## src/sv/ir_pulse_distance_transmitter_defines.svh

```systemverilog
// Assertion helpers used by the transmitter core.
`ifndef IR_PULSE_DISTANCE_TRANSMITTER_DEFINES_SVH
`define IR_PULSE_DISTANCE_TRANSMITTER_DEFINES_SVH

// Same-cycle implication, checked outside reset.
`define IRPDT_ASSERT_NOW(label, clk, rst_n, ante, cons, msg) \
    label: assert property (@(posedge clk) disable iff (!rst_n) (ante) |-> (cons)) \
        else $error(msg);

// Next-cycle implication, checked outside reset.
`define IRPDT_ASSERT_NEXT(label, clk, rst_n, ante, cons, msg) \
    label: assert property (@(posedge clk) disable iff (!rst_n) (ante) |=> (cons)) \
        else $error(msg);

`endif

```

## src/sv/irpdt_pkg.sv

```systemverilog
package irpdt_pkg;

    localparam int CODE_BITS  = 49;
    localparam int TIME_WIDTH = 16;
    localparam int BIT_IDX_W  = 6;
    localparam int FRAME_W    = 4;

    localparam int APB_ADDR_W = 6;
    localparam int APB_DATA_W = 64;
    localparam int REG_IDX_W  = 3;

    // Register indexes, paddr[5:3].
    localparam logic [REG_IDX_W-1:0] REG_CODE_ON    = 3'd0;
    localparam logic [REG_IDX_W-1:0] REG_CODE_OFF   = 3'd1;
    localparam logic [REG_IDX_W-1:0] REG_HEADER     = 3'd2;
    localparam logic [REG_IDX_W-1:0] REG_BIT_MARK   = 3'd3;
    localparam logic [REG_IDX_W-1:0] REG_ONE_SPACE  = 3'd4;
    localparam logic [REG_IDX_W-1:0] REG_ZERO_SPACE = 3'd5;
    localparam logic [REG_IDX_W-1:0] REG_FRAME_GAP  = 3'd6;
    localparam logic [REG_IDX_W-1:0] REG_REPEAT     = 3'd7;

    localparam logic [CODE_BITS-1:0]  DEF_CODE_ON    = 49'd265042565575245;
    localparam logic [CODE_BITS-1:0]  DEF_CODE_OFF   = 49'd272709516702285;
    localparam logic [TIME_WIDTH-1:0] DEF_HEADER     = 16'd4500;
    localparam logic [TIME_WIDTH-1:0] DEF_BIT_MARK   = 16'd560;
    localparam logic [TIME_WIDTH-1:0] DEF_ONE_SPACE  = 16'd1690;
    localparam logic [TIME_WIDTH-1:0] DEF_ZERO_SPACE = 16'd560;
    localparam logic [TIME_WIDTH-1:0] DEF_FRAME_GAP  = 16'd4200;
    localparam logic [FRAME_W-1:0]    DEF_REPEAT     = 4'd2;

    typedef struct packed {
        logic [CODE_BITS-1:0]  code_on;
        logic [CODE_BITS-1:0]  code_off;
        logic [TIME_WIDTH-1:0] header_time;
        logic [TIME_WIDTH-1:0] bit_mark_time;
        logic [TIME_WIDTH-1:0] one_space_time;
        logic [TIME_WIDTH-1:0] zero_space_time;
        logic [TIME_WIDTH-1:0] frame_gap_time;
        logic [FRAME_W-1:0]    repeat_count;
    } t_cfg;

    typedef struct packed {
        logic req_type;
        logic code_select;
    } t_item;

    typedef struct packed {
        logic rejected;
        logic send_done;
        logic busy_res;
        logic carrier_enable;
    } t_res;

endpackage

```

## src/sv/irpdt_regs.sv

```systemverilog
module irpdt_regs (
    input  logic                                i_clk,
    input  logic                                i_rst_n,
    input  logic                                psel,
    input  logic                                penable,
    input  logic                                pwrite,
    input  logic [irpdt_pkg::APB_ADDR_W-1:0]    paddr,
    input  logic [irpdt_pkg::APB_DATA_W-1:0]    pwdata,
    output logic [irpdt_pkg::APB_DATA_W-1:0]    prdata,
    output logic                                pready,
    output irpdt_pkg::t_cfg                     o_cfg
);

    irpdt_pkg::t_cfg                      r_cfg;
    logic                                 w_wr;
    logic [irpdt_pkg::REG_IDX_W-1:0]      w_idx;

    assign pready = 1'b1;
    assign w_wr   = psel && penable && pwrite;
    assign w_idx  = paddr[irpdt_pkg::APB_ADDR_W-1 -: irpdt_pkg::REG_IDX_W];
    assign o_cfg  = r_cfg;

    always_ff @(posedge i_clk) begin
        if (!i_rst_n) begin
            r_cfg.code_on         <= irpdt_pkg::DEF_CODE_ON;
            r_cfg.code_off        <= irpdt_pkg::DEF_CODE_OFF;
            r_cfg.header_time     <= irpdt_pkg::DEF_HEADER;
            r_cfg.bit_mark_time   <= irpdt_pkg::DEF_BIT_MARK;
            r_cfg.one_space_time  <= irpdt_pkg::DEF_ONE_SPACE;
            r_cfg.zero_space_time <= irpdt_pkg::DEF_ZERO_SPACE;
            r_cfg.frame_gap_time  <= irpdt_pkg::DEF_FRAME_GAP;
            r_cfg.repeat_count    <= irpdt_pkg::DEF_REPEAT;
        end else if (w_wr) begin
            case (w_idx)
                irpdt_pkg::REG_CODE_ON: begin
                    r_cfg.code_on <= pwdata[irpdt_pkg::CODE_BITS-1:0];
                end
                irpdt_pkg::REG_CODE_OFF: begin
                    r_cfg.code_off <= pwdata[irpdt_pkg::CODE_BITS-1:0];
                end
                irpdt_pkg::REG_HEADER: begin
                    r_cfg.header_time <= pwdata[irpdt_pkg::TIME_WIDTH-1:0];
                end
                irpdt_pkg::REG_BIT_MARK: begin
                    r_cfg.bit_mark_time <= pwdata[irpdt_pkg::TIME_WIDTH-1:0];
                end
                irpdt_pkg::REG_ONE_SPACE: begin
                    r_cfg.one_space_time <= pwdata[irpdt_pkg::TIME_WIDTH-1:0];
                end
                irpdt_pkg::REG_ZERO_SPACE: begin
                    r_cfg.zero_space_time <= pwdata[irpdt_pkg::TIME_WIDTH-1:0];
                end
                irpdt_pkg::REG_FRAME_GAP: begin
                    r_cfg.frame_gap_time <= pwdata[irpdt_pkg::TIME_WIDTH-1:0];
                end
                irpdt_pkg::REG_REPEAT: begin
                    r_cfg.repeat_count <= pwdata[irpdt_pkg::FRAME_W-1:0];
                end
                default: begin
                end
            endcase
        end
    end

    always_comb begin
        case (w_idx)
            irpdt_pkg::REG_CODE_ON: begin
                prdata = irpdt_pkg::APB_DATA_W'(r_cfg.code_on);
            end
            irpdt_pkg::REG_CODE_OFF: begin
                prdata = irpdt_pkg::APB_DATA_W'(r_cfg.code_off);
            end
            irpdt_pkg::REG_HEADER: begin
                prdata = irpdt_pkg::APB_DATA_W'(r_cfg.header_time);
            end
            irpdt_pkg::REG_BIT_MARK: begin
                prdata = irpdt_pkg::APB_DATA_W'(r_cfg.bit_mark_time);
            end
            irpdt_pkg::REG_ONE_SPACE: begin
                prdata = irpdt_pkg::APB_DATA_W'(r_cfg.one_space_time);
            end
            irpdt_pkg::REG_ZERO_SPACE: begin
                prdata = irpdt_pkg::APB_DATA_W'(r_cfg.zero_space_time);
            end
            irpdt_pkg::REG_FRAME_GAP: begin
                prdata = irpdt_pkg::APB_DATA_W'(r_cfg.frame_gap_time);
            end
            irpdt_pkg::REG_REPEAT: begin
                prdata = irpdt_pkg::APB_DATA_W'(r_cfg.repeat_count);
            end
            default: begin
                prdata = '0;
            end
        endcase
    end

endmodule

```

## src/sv/irpdt_core.sv

```systemverilog
`include "ir_pulse_distance_transmitter_defines.svh"

module irpdt_core (
    input  logic              i_clk,
    input  logic              i_rst_n,
    input  logic              i_step,
    input  irpdt_pkg::t_item  i_item,
    input  irpdt_pkg::t_cfg   i_cfg,
    output irpdt_pkg::t_res   o_res
);

    typedef enum logic [2:0] {
        PH_IDLE,
        PH_HMARK,
        PH_HSPACE,
        PH_BMARK,
        PH_BSPACE,
        PH_GAP
    } t_phase;

    t_phase                                r_phase,      n_phase;
    logic [irpdt_pkg::TIME_WIDTH-1:0]      r_time_left,  n_time_left;
    logic [irpdt_pkg::BIT_IDX_W-1:0]       r_bit_index,  n_bit_index;
    logic [irpdt_pkg::FRAME_W-1:0]         r_frames,     n_frames;
    logic                                  r_chosen,     n_chosen;
    irpdt_pkg::t_res                       r_res,        n_res;

    logic [irpdt_pkg::TIME_WIDTH-1:0]      w_dec;
    logic [irpdt_pkg::CODE_BITS-1:0]       w_code;
    logic                                  w_last_frame;

    function automatic logic [irpdt_pkg::TIME_WIDTH-1:0] at_least_one(
        input logic [irpdt_pkg::TIME_WIDTH-1:0] t
    );
        return (t == '0) ? irpdt_pkg::TIME_WIDTH'(1) : t;
    endfunction

    assign w_dec  = (r_time_left != '0) ? r_time_left - irpdt_pkg::TIME_WIDTH'(1) : '0;
    assign w_code = r_chosen ? i_cfg.code_off : i_cfg.code_on;
    // A repeat count of zero compares as one frame.
    assign w_last_frame = ({1'b0, r_frames} + (irpdt_pkg::FRAME_W + 1)'(1))
                          >= {1'b0, i_cfg.repeat_count};

    always_comb begin
        n_phase     = r_phase;
        n_time_left = r_time_left;
        n_bit_index = r_bit_index;
        n_frames    = r_frames;
        n_chosen    = r_chosen;
        n_res       = '0;

        if (i_item.req_type) begin
            if (r_phase == PH_IDLE) begin
                n_chosen    = i_item.code_select;
                n_frames    = '0;
                n_phase     = PH_HMARK;
                n_time_left = at_least_one(i_cfg.header_time);
                n_bit_index = '0;
            end else begin
                n_res.rejected = 1'b1;
            end
        end else if (r_phase != PH_IDLE) begin
            n_time_left = w_dec;
            if (w_dec == '0) begin
                case (r_phase)
                    PH_HMARK: begin
                        n_phase     = PH_HSPACE;
                        n_time_left = at_least_one(i_cfg.header_time);
                    end
                    PH_HSPACE: begin
                        n_phase     = PH_BMARK;
                        n_bit_index = '0;
                        n_time_left = at_least_one(i_cfg.bit_mark_time);
                    end
                    PH_BMARK: begin
                        n_phase     = PH_BSPACE;
                        n_time_left = w_code[r_bit_index]
                                      ? at_least_one(i_cfg.one_space_time)
                                      : at_least_one(i_cfg.zero_space_time);
                    end
                    default: begin
                        // Bit space and gap: either the next bit, the gap, or frame end.
                        if (r_phase == PH_BSPACE &&
                            r_bit_index != irpdt_pkg::BIT_IDX_W'(irpdt_pkg::CODE_BITS - 1)) begin
                            n_bit_index = r_bit_index + irpdt_pkg::BIT_IDX_W'(1);
                            n_phase     = PH_BMARK;
                            n_time_left = at_least_one(i_cfg.bit_mark_time);
                        end else if (r_phase == PH_BSPACE && i_cfg.frame_gap_time != '0) begin
                            n_phase     = PH_GAP;
                            n_time_left = i_cfg.frame_gap_time;
                        end else if (w_last_frame) begin
                            n_phase         = PH_IDLE;
                            n_time_left     = '0;
                            n_bit_index     = '0;
                            n_frames        = '0;
                            n_res.send_done = 1'b1;
                        end else begin
                            n_frames    = r_frames + irpdt_pkg::FRAME_W'(1);
                            n_phase     = PH_HMARK;
                            n_time_left = at_least_one(i_cfg.header_time);
                            n_bit_index = '0;
                        end
                    end
                endcase
            end
        end

        n_res.carrier_enable = (n_phase == PH_HMARK) || (n_phase == PH_BMARK);
        n_res.busy_res       = (n_phase != PH_IDLE);
    end

    always_ff @(posedge i_clk) begin
        if (!i_rst_n) begin
            r_phase     <= PH_IDLE;
            r_time_left <= '0;
            r_bit_index <= '0;
            r_frames    <= '0;
            r_chosen    <= 1'b0;
            r_res       <= '0;
        end else if (i_step) begin
            r_phase     <= n_phase;
            r_time_left <= n_time_left;
            r_bit_index <= n_bit_index;
            r_frames    <= n_frames;
            r_chosen    <= n_chosen;
            r_res       <= n_res;
        end
    end

    assign o_res = r_res;

    `IRPDT_ASSERT_NOW(a_bit_index_range, i_clk, i_rst_n, 1'b1,
        r_bit_index < irpdt_pkg::BIT_IDX_W'(irpdt_pkg::CODE_BITS), "bit index out of range")
    `IRPDT_ASSERT_NOW(a_idle_clean, i_clk, i_rst_n, r_phase == PH_IDLE,
        r_time_left == '0 && r_frames == '0, "idle with counters left over")
    `IRPDT_ASSERT_NEXT(a_reject_holds, i_clk, i_rst_n,
        i_step && i_item.req_type && r_phase != PH_IDLE,
        r_res.rejected && r_phase == $past(r_phase), "busy start changed the sequence")
    `IRPDT_ASSERT_NOW(a_done_idle, i_clk, i_rst_n, r_res.send_done,
        r_phase == PH_IDLE && !r_res.busy_res, "done reported while still busy")

endmodule

```

## src/sv/ir_pulse_distance_transmitter.sv

```systemverilog
// A transaction accepted on the input passes through the input register and then the
// sequencer's result register before it appears; a stalled result stage holds it back.
// Throughput: one item per cycle unless m_axis_tready stalls the result stage.
// Reset (synchronous, active low): sequencer idle, both stages empty, registers at defaults.
// No clearing pass is needed after reset; the block accepts items once reset is released.
module ir_pulse_distance_transmitter (
    input  logic                                i_clk,
    input  logic                                i_rst_n,
    input  logic                                s_axis_tvalid,
    output logic                                s_axis_tready,
    input  logic [7:0]                          s_axis_tdata,   // [0] code_select
    input  logic                                s_axis_tuser,   // [0] req_type
    output logic                                m_axis_tvalid,
    input  logic                                m_axis_tready,
    // [0] carrier_enable, [1] busy_res, [2] send_done, [3] rejected
    output logic [7:0]                          m_axis_tdata,
    input  logic                                psel,
    input  logic                                penable,
    input  logic                                pwrite,
    input  logic [irpdt_pkg::APB_ADDR_W-1:0]    paddr,
    input  logic [irpdt_pkg::APB_DATA_W-1:0]    pwdata,
    output logic [irpdt_pkg::APB_DATA_W-1:0]    prdata,
    output logic                                pready
);

    irpdt_pkg::t_cfg   w_cfg;
    irpdt_pkg::t_res   w_res;
    irpdt_pkg::t_item  r_item;
    logic              r_in_valid;
    logic              r_out_valid;
    logic              w_adv;
    logic              w_step;

    // The result stage moves whenever it is empty or being drained.
    assign w_adv         = !r_out_valid || m_axis_tready;
    assign w_step        = r_in_valid && w_adv;
    assign s_axis_tready = !r_in_valid || w_adv;

    always_ff @(posedge i_clk) begin
        if (!i_rst_n) begin
            r_in_valid  <= 1'b0;
            r_out_valid <= 1'b0;
        end else begin
            if (s_axis_tready) begin
                r_in_valid <= s_axis_tvalid;
            end
            if (w_adv) begin
                r_out_valid <= w_step;
            end
        end
    end

    always_ff @(posedge i_clk) begin
        if (s_axis_tvalid && s_axis_tready) begin
            r_item.req_type    <= s_axis_tuser;
            r_item.code_select <= s_axis_tdata[0];
        end
    end

    irpdt_regs u_regs (
        .i_clk   (i_clk),
        .i_rst_n (i_rst_n),
        .psel    (psel),
        .penable (penable),
        .pwrite  (pwrite),
        .paddr   (paddr),
        .pwdata  (pwdata),
        .prdata  (prdata),
        .pready  (pready),
        .o_cfg   (w_cfg)
    );

    irpdt_core u_core (
        .i_clk   (i_clk),
        .i_rst_n (i_rst_n),
        .i_step  (w_step),
        .i_item  (r_item),
        .i_cfg   (w_cfg),
        .o_res   (w_res)
    );

    assign m_axis_tvalid = r_out_valid;
    assign m_axis_tdata  = {4'b0000, w_res.rejected, w_res.send_done,
                            w_res.busy_res, w_res.carrier_enable};

endmodule

```

## config.mk

```make
export PLATFORM = sky130hd
export DESIGN_NAME = ir_pulse_distance_transmitter
export DESIGN_NICKNAME = d
export VERILOG_FILES = /design/src/sv/irpdt_pkg.sv /design/src/sv/irpdt_regs.sv /design/src/sv/irpdt_core.sv /design/src/sv/ir_pulse_distance_transmitter.sv
export VERILOG_INCLUDE_DIRS = /design/src /design/src/sv
export SDC_FILE = /design/constraint.sdc
export NUM_CORES = 1
export LEC_CHECK = 0
export ABC_AREA = 1
export BUFFER_PORTS_ARGS = -buffer_cell sky130_fd_sc_hd__buf_2
export CORE_AREA = 2 2 173 158
export CTS_CLUSTER_DIAMETER = 200
export CTS_CLUSTER_SIZE = 8
export DETAILED_ROUTE_END_ITERATION = 10
export DIE_AREA = 0 0 175 160
export GPL_ROUTABILITY_DRIVEN = 0
export HOLD_SLACK_MARGIN = 0.1
export PLACE_DENSITY = 0.73
export SLEW_MARGIN = 15
export SYNTH_ARGS = -nofsm -noshare
export SYNTH_HDL_FRONTEND = slang
export SYNTH_SLANG_ARGS = --single-unit
```

## constraint.sdc

```tcl
create_clock -name i_clk -period 3.1 [get_ports i_clk]
set_input_delay 0.62 -clock i_clk [delete_from_list [all_inputs] [get_ports i_clk]]
set_output_delay 0.62 -clock i_clk [all_outputs]
set_load 0.005 [all_outputs]
```

After elaboration in Yosys (flattened, before gate mapping)
Cells that the tools add are included.
- $add $sub $neg: 4
- multiply operators: 0
- div/mod/pow operators: 0
- order comparisons: 2
- eq/ne operators: 20
- shifts and indexed selects: 0
- multiplexer cells: 50
- bitwise gates (word level): 0
- reduce and logical (&&, ||, !) cells: 38
- operator list (kind ; number):
    64-bit case mux with 8 select lines ; 1
    16-bit 2-to-1 mux ; 13
    16-bit logical NOT ; 5
    49-bit 2-to-1 mux ; 1
    16-bit case mux with 3 select lines ; 1
    6-bit 2-to-1 mux ; 6
    4-bit 2-to-1 mux ; 8
    16-bit nonzero test ; 2
    3-bit 2-to-1 mux ; 6
    2-bit AND reduction ; 8
    16-bit by 1-bit subtractor with 16-bit output, second input constant ; 1
    3-bit by 2-bit equality test with 1-bit output, second input constant ; 5
    3-bit equality test, second input constant ; 5
    6-bit case mux with 2 select lines ; 1
    1-bit 2-to-1 mux ; 11
    3-bit by 1-bit equality test with 1-bit output, second input constant ; 3
    3-bit case mux with 3 select lines ; 1
    6-bit by 7-bit < comparator with 1-bit output, second input constant ; 1
    7-bit AND reduction ; 1
    6-bit by 1-bit adder with 6-bit output, second input constant ; 1
    1-bit binary-select mux with 6-bit select ; 1
    1-bit logical AND ; 6
    3-bit logical NOT ; 2
    2-bit by 1-bit != test with 1-bit output, second input constant ; 3
    other kinds (14) ; 21
- flip-flop bits (word level): 220
- bits in latches: 0
- RAM bits: 0
- bits in read-only memories: 0
- word-level logic and storage cells: 135
- memories kept: 0

Logic depth before layout (Yosys ltp)
- word-level depth: 11
- depth in mapped cells: 24
- mapped depth without buffers: 21

Hierarchy
A second synthesis with hierarchy kept.
- cells, all modules: 2101
- area total of the unflattened synthesis: 13001.2 um^2
- by module, submodules not included (module ; instances ; cells each ; area each (um^2) ; seq. area each (um^2)):
    irpdt_regs ; 1 ; 1186 ; 8039.0 ; 3643.5
    irpdt_core ; 1 ; 895 ; 4773.3 ; 680.7
    ir_pulse_distance_transmitter ; 1 ; 20 ; 188.9 ; 100.1

Least setup slack after synthesis
Ideal clock, no wire load.
- kind: register to register
- start: register u_core.r_frames[0] (netlist bit)
- end: register u_core.r_time_left[2] (netlist bit)
- setup time: 117 ps
- arrival time: 2197 ps
- required time: 2983 ps
- setup slack: 786 ps
- stages on the path, launching flop included: 15
- path buffers: 1
- cell sequence: dfxtp_1 -> ha_1 -> ha_1 -> nand2_1 -> nand2_1 -> nand2_1 -> a21boi_0 -> nor2_1 -> nand3_1 -> clkbuf_1 -> nor2_1 -> a211oi_1 -> nor2_2 -> a21oi_1 -> nor2_1
- cells in the longest elaborated chain, start to end: 9
- RTL lines (element ; line ; text):
    start, declared ; irpdt_core.sv:24 ; logic [irpdt_pkg::FRAME_W-1:0] r_frames, n_frames;
    start signal, assigned ; irpdt_core.sv:124 ; r_frames <= n_frames;
    4-bit by 1-bit adder with 5-bit output ; irpdt_core.sv:41 ; assign w_last_frame = ({1'b0, r_frames} + (irpdt_pkg::FRAME_W + 1)'(1))
    5-bit by 4-bit >= comparator with 1-bit output ; irpdt_core.sv:42 ; >= {1'b0, i_cfg.repeat_count};
    16-bit 2-to-1 mux ; irpdt_core.sv:91 ; end else if (w_last_frame) begin
    16-bit 2-to-1 mux ; irpdt_core.sv:88 ; end else if (r_phase == PH_BSPACE && i_cfg.frame_gap_time != '0) begin
    16-bit 2-to-1 mux ; irpdt_core.sv:83 ; if (r_phase == PH_BSPACE &&
    16-bit case mux with 3 select lines ; irpdt_core.sv:65 ; case (r_phase)
    16-bit 2-to-1 mux ; irpdt_core.sv:64 ; if (w_dec == '0) begin
    16-bit 2-to-1 mux ; irpdt_core.sv:62 ; end else if (r_phase != PH_IDLE) begin
    16-bit 2-to-1 mux ; irpdt_core.sv:52 ; if (i_item.req_type) begin
    end signal, assigned ; irpdt_core.sv:122 ; r_time_left <= n_time_left;
    end, declared ; irpdt_core.sv:22 ; logic [irpdt_pkg::TIME_WIDTH-1:0] r_time_left, n_time_left;
No other way between the ends. The select of a mux whose other input is x is not followed.
A chain may end at the register's enable or synchronous reset.

Final worst setup path
- start: register u_core.r_chosen
- end: register u_core.r_time_left[2] (netlist bit)
- cells in the longest elaborated chain, start to end: 8
- RTL lines (element ; line ; text):
    start, declared ; irpdt_core.sv:25 ; logic r_chosen, n_chosen;
    start signal, assigned ; irpdt_core.sv:125 ; r_chosen <= n_chosen;
    49-bit 2-to-1 mux ; irpdt_core.sv:39 ; assign w_code = r_chosen ? i_cfg.code_off : i_cfg.code_on;
    1-bit binary-select mux with 6-bit select ; irpdt_core.sv:77 ; n_time_left = w_code[r_bit_index]
    1-bit 2-to-1 mux (implied by the code) ; irpdt_core.sv:77 ;
    16-bit 2-to-1 mux ; irpdt_core.sv:78 ; ? at_least_one(i_cfg.one_space_time)
    16-bit case mux with 3 select lines ; irpdt_core.sv:65 ;
    16-bit 2-to-1 mux ; irpdt_core.sv:64 ;
    16-bit 2-to-1 mux ; irpdt_core.sv:62 ;
    16-bit 2-to-1 mux ; irpdt_core.sv:52 ;
No other way between the ends. The select of a mux whose other input is x is not followed.

==> results.yml <==
clocking:
  cts_resized: 0
  clock_tree_from_tritoncts: "done"
  cts.sinks: 220
  postCtsSetupRepairBufs: 0
  cts_max_path_buffers: 3
  htreeDepth: 1
  cts_made_buffers: 31
  path_clk_slew_ns: 0.05
  latest_clock_arrival_within_the_worst_skew_pair_ns: 0.57
  cts.hold.buffers_added: 0
  clock_tree.root_cell: "sky130_fd_sc_hd__clkbuf_16"
route:
  vias: 13000
  drt_pre_antenna_iters: 6
  avgViaCountPerCell: 5.77
  route.antenna.remaining_nets: 0
  drt_drc_violations_left: 0
  wl_per_cell_um: 18.1
  drt_wl_total_um: 40700
  drt_iter0_markers: 1638
cells_and_area:
  most-common-layout-cells: "315 x sky130_fd_sc_hd__nand2_1, 217 x sky130_fd_sc_hd__dfxtp_1, 202 x sky130_fd_sc_hd__o21ai_0, 188 x sky130_fd_sc_hd__inv_1, 185 x sky130_fd_sc_hd__a21oi_1"
  layout_commonest_cell: "sky130_fd_sc_hd__nand2_1"
  syn_to_final_growth_pct: 14.1
  share_of_cells_above_drive_strength_1_pct: 13.8
  nFillCells: 2602
  fin_nets: 1994
  layout.cell_area.non_filler_sq_um: 13900
  layout.cells.non_filler: 2253
  antenna_cells: 0
synth:
  yosys_warnings: 0
  syn_inst: 1811
  avgSynthCellArea_sq_um: 6.73
  postSynthRegisterBits: 220
  synthFlopType: "sky130_fd_sc_hd__dfxtp_1"
  yosysSeqAreaShare_pct: 36.3
  synth_cell_type_count: 47
  synth_edf_count: 2
  async_reset_ff_share_pct: 0
  post_synth_instance_area_sq_um: 12200
placed_design:
  place.detailed.hpwl_um: 28500
  portBuffers: 115
  place.detailed.instances: 2219
  post_dp_cell_area_sq_um: 13100
  dp_worst_setup_slack_ns: 0.395
global_routing:
  grt_max_degree: 175
  met2_usage_pct: 43.6
  grt_residual_overflow: 0
  grt_usage_pct: 28.2
  vias_in_the_first_global_route: 11800
  grt.met3_usage_pct: 5.83
  antenna_found_initial: 0
  grt_max_usage_layer: "met2"
  grt_pass1_wl_um: 64100
  groute.layer.met1.usage_pct: 39.9
power_and_ir_drop:
  power.switching_uw: 2120
  netSwitchingFraction_pct: 29.3
  leakage_uw: 0.00619
  power_density_nw_per_um2: 521
  combPwrFrac_pct: 16.8
  p_clk_share_pct: 42.5
  power.internal_uw: 5120
  power.share.sequential_pct: 40.7
  vdd_drop_max_uv: 434
worst_setup_path:
  criticalPathCategory: "reg2reg"
  worstPathMaxFanout: 24
  worst_ep_required_time_ns: 3.55
  setup.worst_path.end_class: "flip-flop"
  critical_path.startpoint_type: "flip-flop"
  worst-endpoint-arrival_ns: 3.18
run:
  max-cap-violations: 0
sta:
  setup_viol: 0
  final_count_of_hold_timing_violations: 0
  postLayoutSetupSlackWorst_ns: 0.364
  unrepaired_setup_endpoints_after_global_routing: "no"
  final.min_clock_period_ns: 2.74
  timing.clock.skew_ns: 0.0173
  final.setup.tns_ns: 0
  final_max_slew_viol_count: 0
  timing_worst_slew_pin_value_ns: 0.795
  max_slew_margin_pct: 47.0
  post-route-period-util_pct: 88.3
  fmax_mhz: 365
die:
  fp.coreArea_sq_um: 26500
  die-height_um: 160
  io_pins: 161
  starting_density_of_the_core_pct: 46.1
  rows: 57
  die_area_sq_um: 28000
  die-width_um: 175
min_path:
  holdCritPathClass: "in2reg"
run_status:
  status: "complete, no violations"
-- final cells by class --
| class | instances | area, sq um | share of cell area, % |
|---|---|---|---|
| timing repair buffer | 162 | 981 | 7.06 |
| sequential | 220 | 4430 | 31.8 |
| tap | 354 | 443 | 3.19 |
| clock inverter | 2 | 50.0 | 0.360 |
| inverter | 200 | 751 | 5.40 |
| multi-input combinational | 1283 | 6470 | 46.6 |
| clock buffer | 32 | 779 | 5.61 |
-- state kept, by name, summed over array words and instances (netlist names) --
register	flops
u_core.r_chosen	1
r_item	2
u_core.r_time_left	16
r_in_valid	1
m_axis_tvalid	1
u_core.o_res	4
u_core.r_phase	3
u_core.r_bit_index	6
u_regs.o_cfg	182
u_core.r_frames	4
-- synth_stat cells (2+ instances only) --
master	n	share of area, %
sky130_fd_sc_hd__a21oi_1	185	7.6
sky130_fd_sc_hd__o31ai_1	2	0.12
sky130_fd_sc_hd__ha_1	10	1.0
sky130_fd_sc_hd__nand2_1	315	9.7
sky130_fd_sc_hd__nor3_1	20	0.82
sky130_fd_sc_hd__edfxtp_1	2	0.49
sky130_fd_sc_hd__xor2_1	9	0.65
sky130_fd_sc_hd__dfxtp_1	218	36
sky130_fd_sc_hd__nand3_2	5	0.41
sky130_fd_sc_hd__o21bai_1	2	0.12
sky130_fd_sc_hd__or2_1	3	0.15
sky130_fd_sc_hd__o22ai_1	53	2.7
sky130_fd_sc_hd__nand3_4	2	0.29
sky130_fd_sc_hd__buf_4	26	1.6
sky130_fd_sc_hd__clkinv_1	3	0.092
sky130_fd_sc_hd__buf_6	6	0.55
sky130_fd_sc_hd__nor3_2	3	0.25
sky130_fd_sc_hd__nand2_4	4	0.37
sky130_fd_sc_hd__a211oi_1	9	0.55
sky130_fd_sc_hd__nor2_4	6	0.55
sky130_fd_sc_hd__a221oi_1	20	1.4
sky130_fd_sc_hd__a22o_1	10	0.72
sky130_fd_sc_hd__nand2_2	9	0.46
sky130_fd_sc_hd__nor2_1	163	5.0
sky130_fd_sc_hd__a31oi_1	3	0.15
sky130_fd_sc_hd__nor2_2	18	0.92
sky130_fd_sc_hd__nor3b_2	3	0.31
sky130_fd_sc_hd__o21ai_0	202	8.3
sky130_fd_sc_hd__inv_1	188	5.8
sky130_fd_sc_hd__buf_2	11	0.45
sky130_fd_sc_hd__clkbuf_1	81	2.5
sky130_fd_sc_hd__a41oi_1	2	0.14
sky130_fd_sc_hd__a21boi_0	2	0.12
sky130_fd_sc_hd__conb_1	2	0.062
sky130_fd_sc_hd__inv_2	9	0.28
sky130_fd_sc_hd__o211ai_1	24	1.5
sky130_fd_sc_hd__nand4_1	21	1.1
sky130_fd_sc_hd__nand3_1	123	5.1
sky130_fd_sc_hd__buf_1	2	0.062
sky130_fd_sc_hd__nor4_1	9	0.46
sky130_fd_sc_hd__o21ai_1	20	0.82
-- cells by family after synthesis --
family          after synthesis  share of synthesized area, %
other cells                   2                        0.0616
xor+xnor                     10                         0.719
flops                       220                          36.3
fa+ha+maj                    10                          1.03
buf+inv                     326                          11.3
compound gates              537                          24.6
simple gates                706                          26.0
-- critical path: stages (launching register included) --
cell and delay, ns:
sky130_fd_sc_hd__dfxtp_2 0.56, sky130_fd_sc_hd__inv_2 0.07, sky130_fd_sc_hd__buf_4 0.22, sky130_fd_sc_hd__nand2_1 0.08
sky130_fd_sc_hd__nand2_1 0.05, sky130_fd_sc_hd__nand2_1 0.05, sky130_fd_sc_hd__nand2_1 0.05, sky130_fd_sc_hd__inv_1 0.04
sky130_fd_sc_hd__nand2_1 0.10, sky130_fd_sc_hd__nand2_1 0.08, sky130_fd_sc_hd__nand2_1 0.05, sky130_fd_sc_hd__inv_1 0.04
sky130_fd_sc_hd__nand2_1 0.05, sky130_fd_sc_hd__nand2_1 0.07, sky130_fd_sc_hd__nand2_2 0.10, sky130_fd_sc_hd__nand2_4 0.23
sky130_fd_sc_hd__inv_1 0.15, sky130_fd_sc_hd__nor2_1 0.12, sky130_fd_sc_hd__o21ai_1 0.12, sky130_fd_sc_hd__a21oi_1 0.30
sky130_fd_sc_hd__nor2_1 0.06
-- layer usage --
metal	routed length, um	vias up	part of all wire (%)
met4	994	0	2.4
met3	4540	69	11
li1	-	6230	-
met5	0	-	0
met1	17200	5959	42
met2	18000	734	44
-- metrics by stage --
step                hold WS (ns)  total power (uW)  util, %
floorplan                  0.440              3830        -
global placement           0.450              4170     49.4
detailed placement         0.457              4190     49.4
CTS                        0.221              7230     52.5
global route               0.223              7520     52.5
finish                     0.239              7240     52.5
-- path summary, 6_finish.rpt --
kind,startpoint,end,slack [ns],cells after the start
setup reg to reg,u_core.r_chosen,u_core.r_time_left[2],0.36,20
hold / removal,s_axis_tdata[0],r_item[0],0.24,1
setup / recovery,u_core.r_chosen,u_core.r_time_left[2],0.36,20
hold reg to reg,u_core.o_res[0],u_core.o_res[0],0.46,2
-- power by group through the flow --
stage / logic, uW / clock network, uW / registers [uW]
6_report: 1220 / 3070 / 2950
5_1_grt: 1350 / 3220 / 2950
4_1_cts: 1190 / 3090 / 2950
3_5_place_dp: 1180 / 0 / 3000
3_3_place_gp: 1170 / 0 / 3000
2_1_floorplan: 850 / 0 / 2980
No activity file was read; power rests on OpenSTA's default activity.
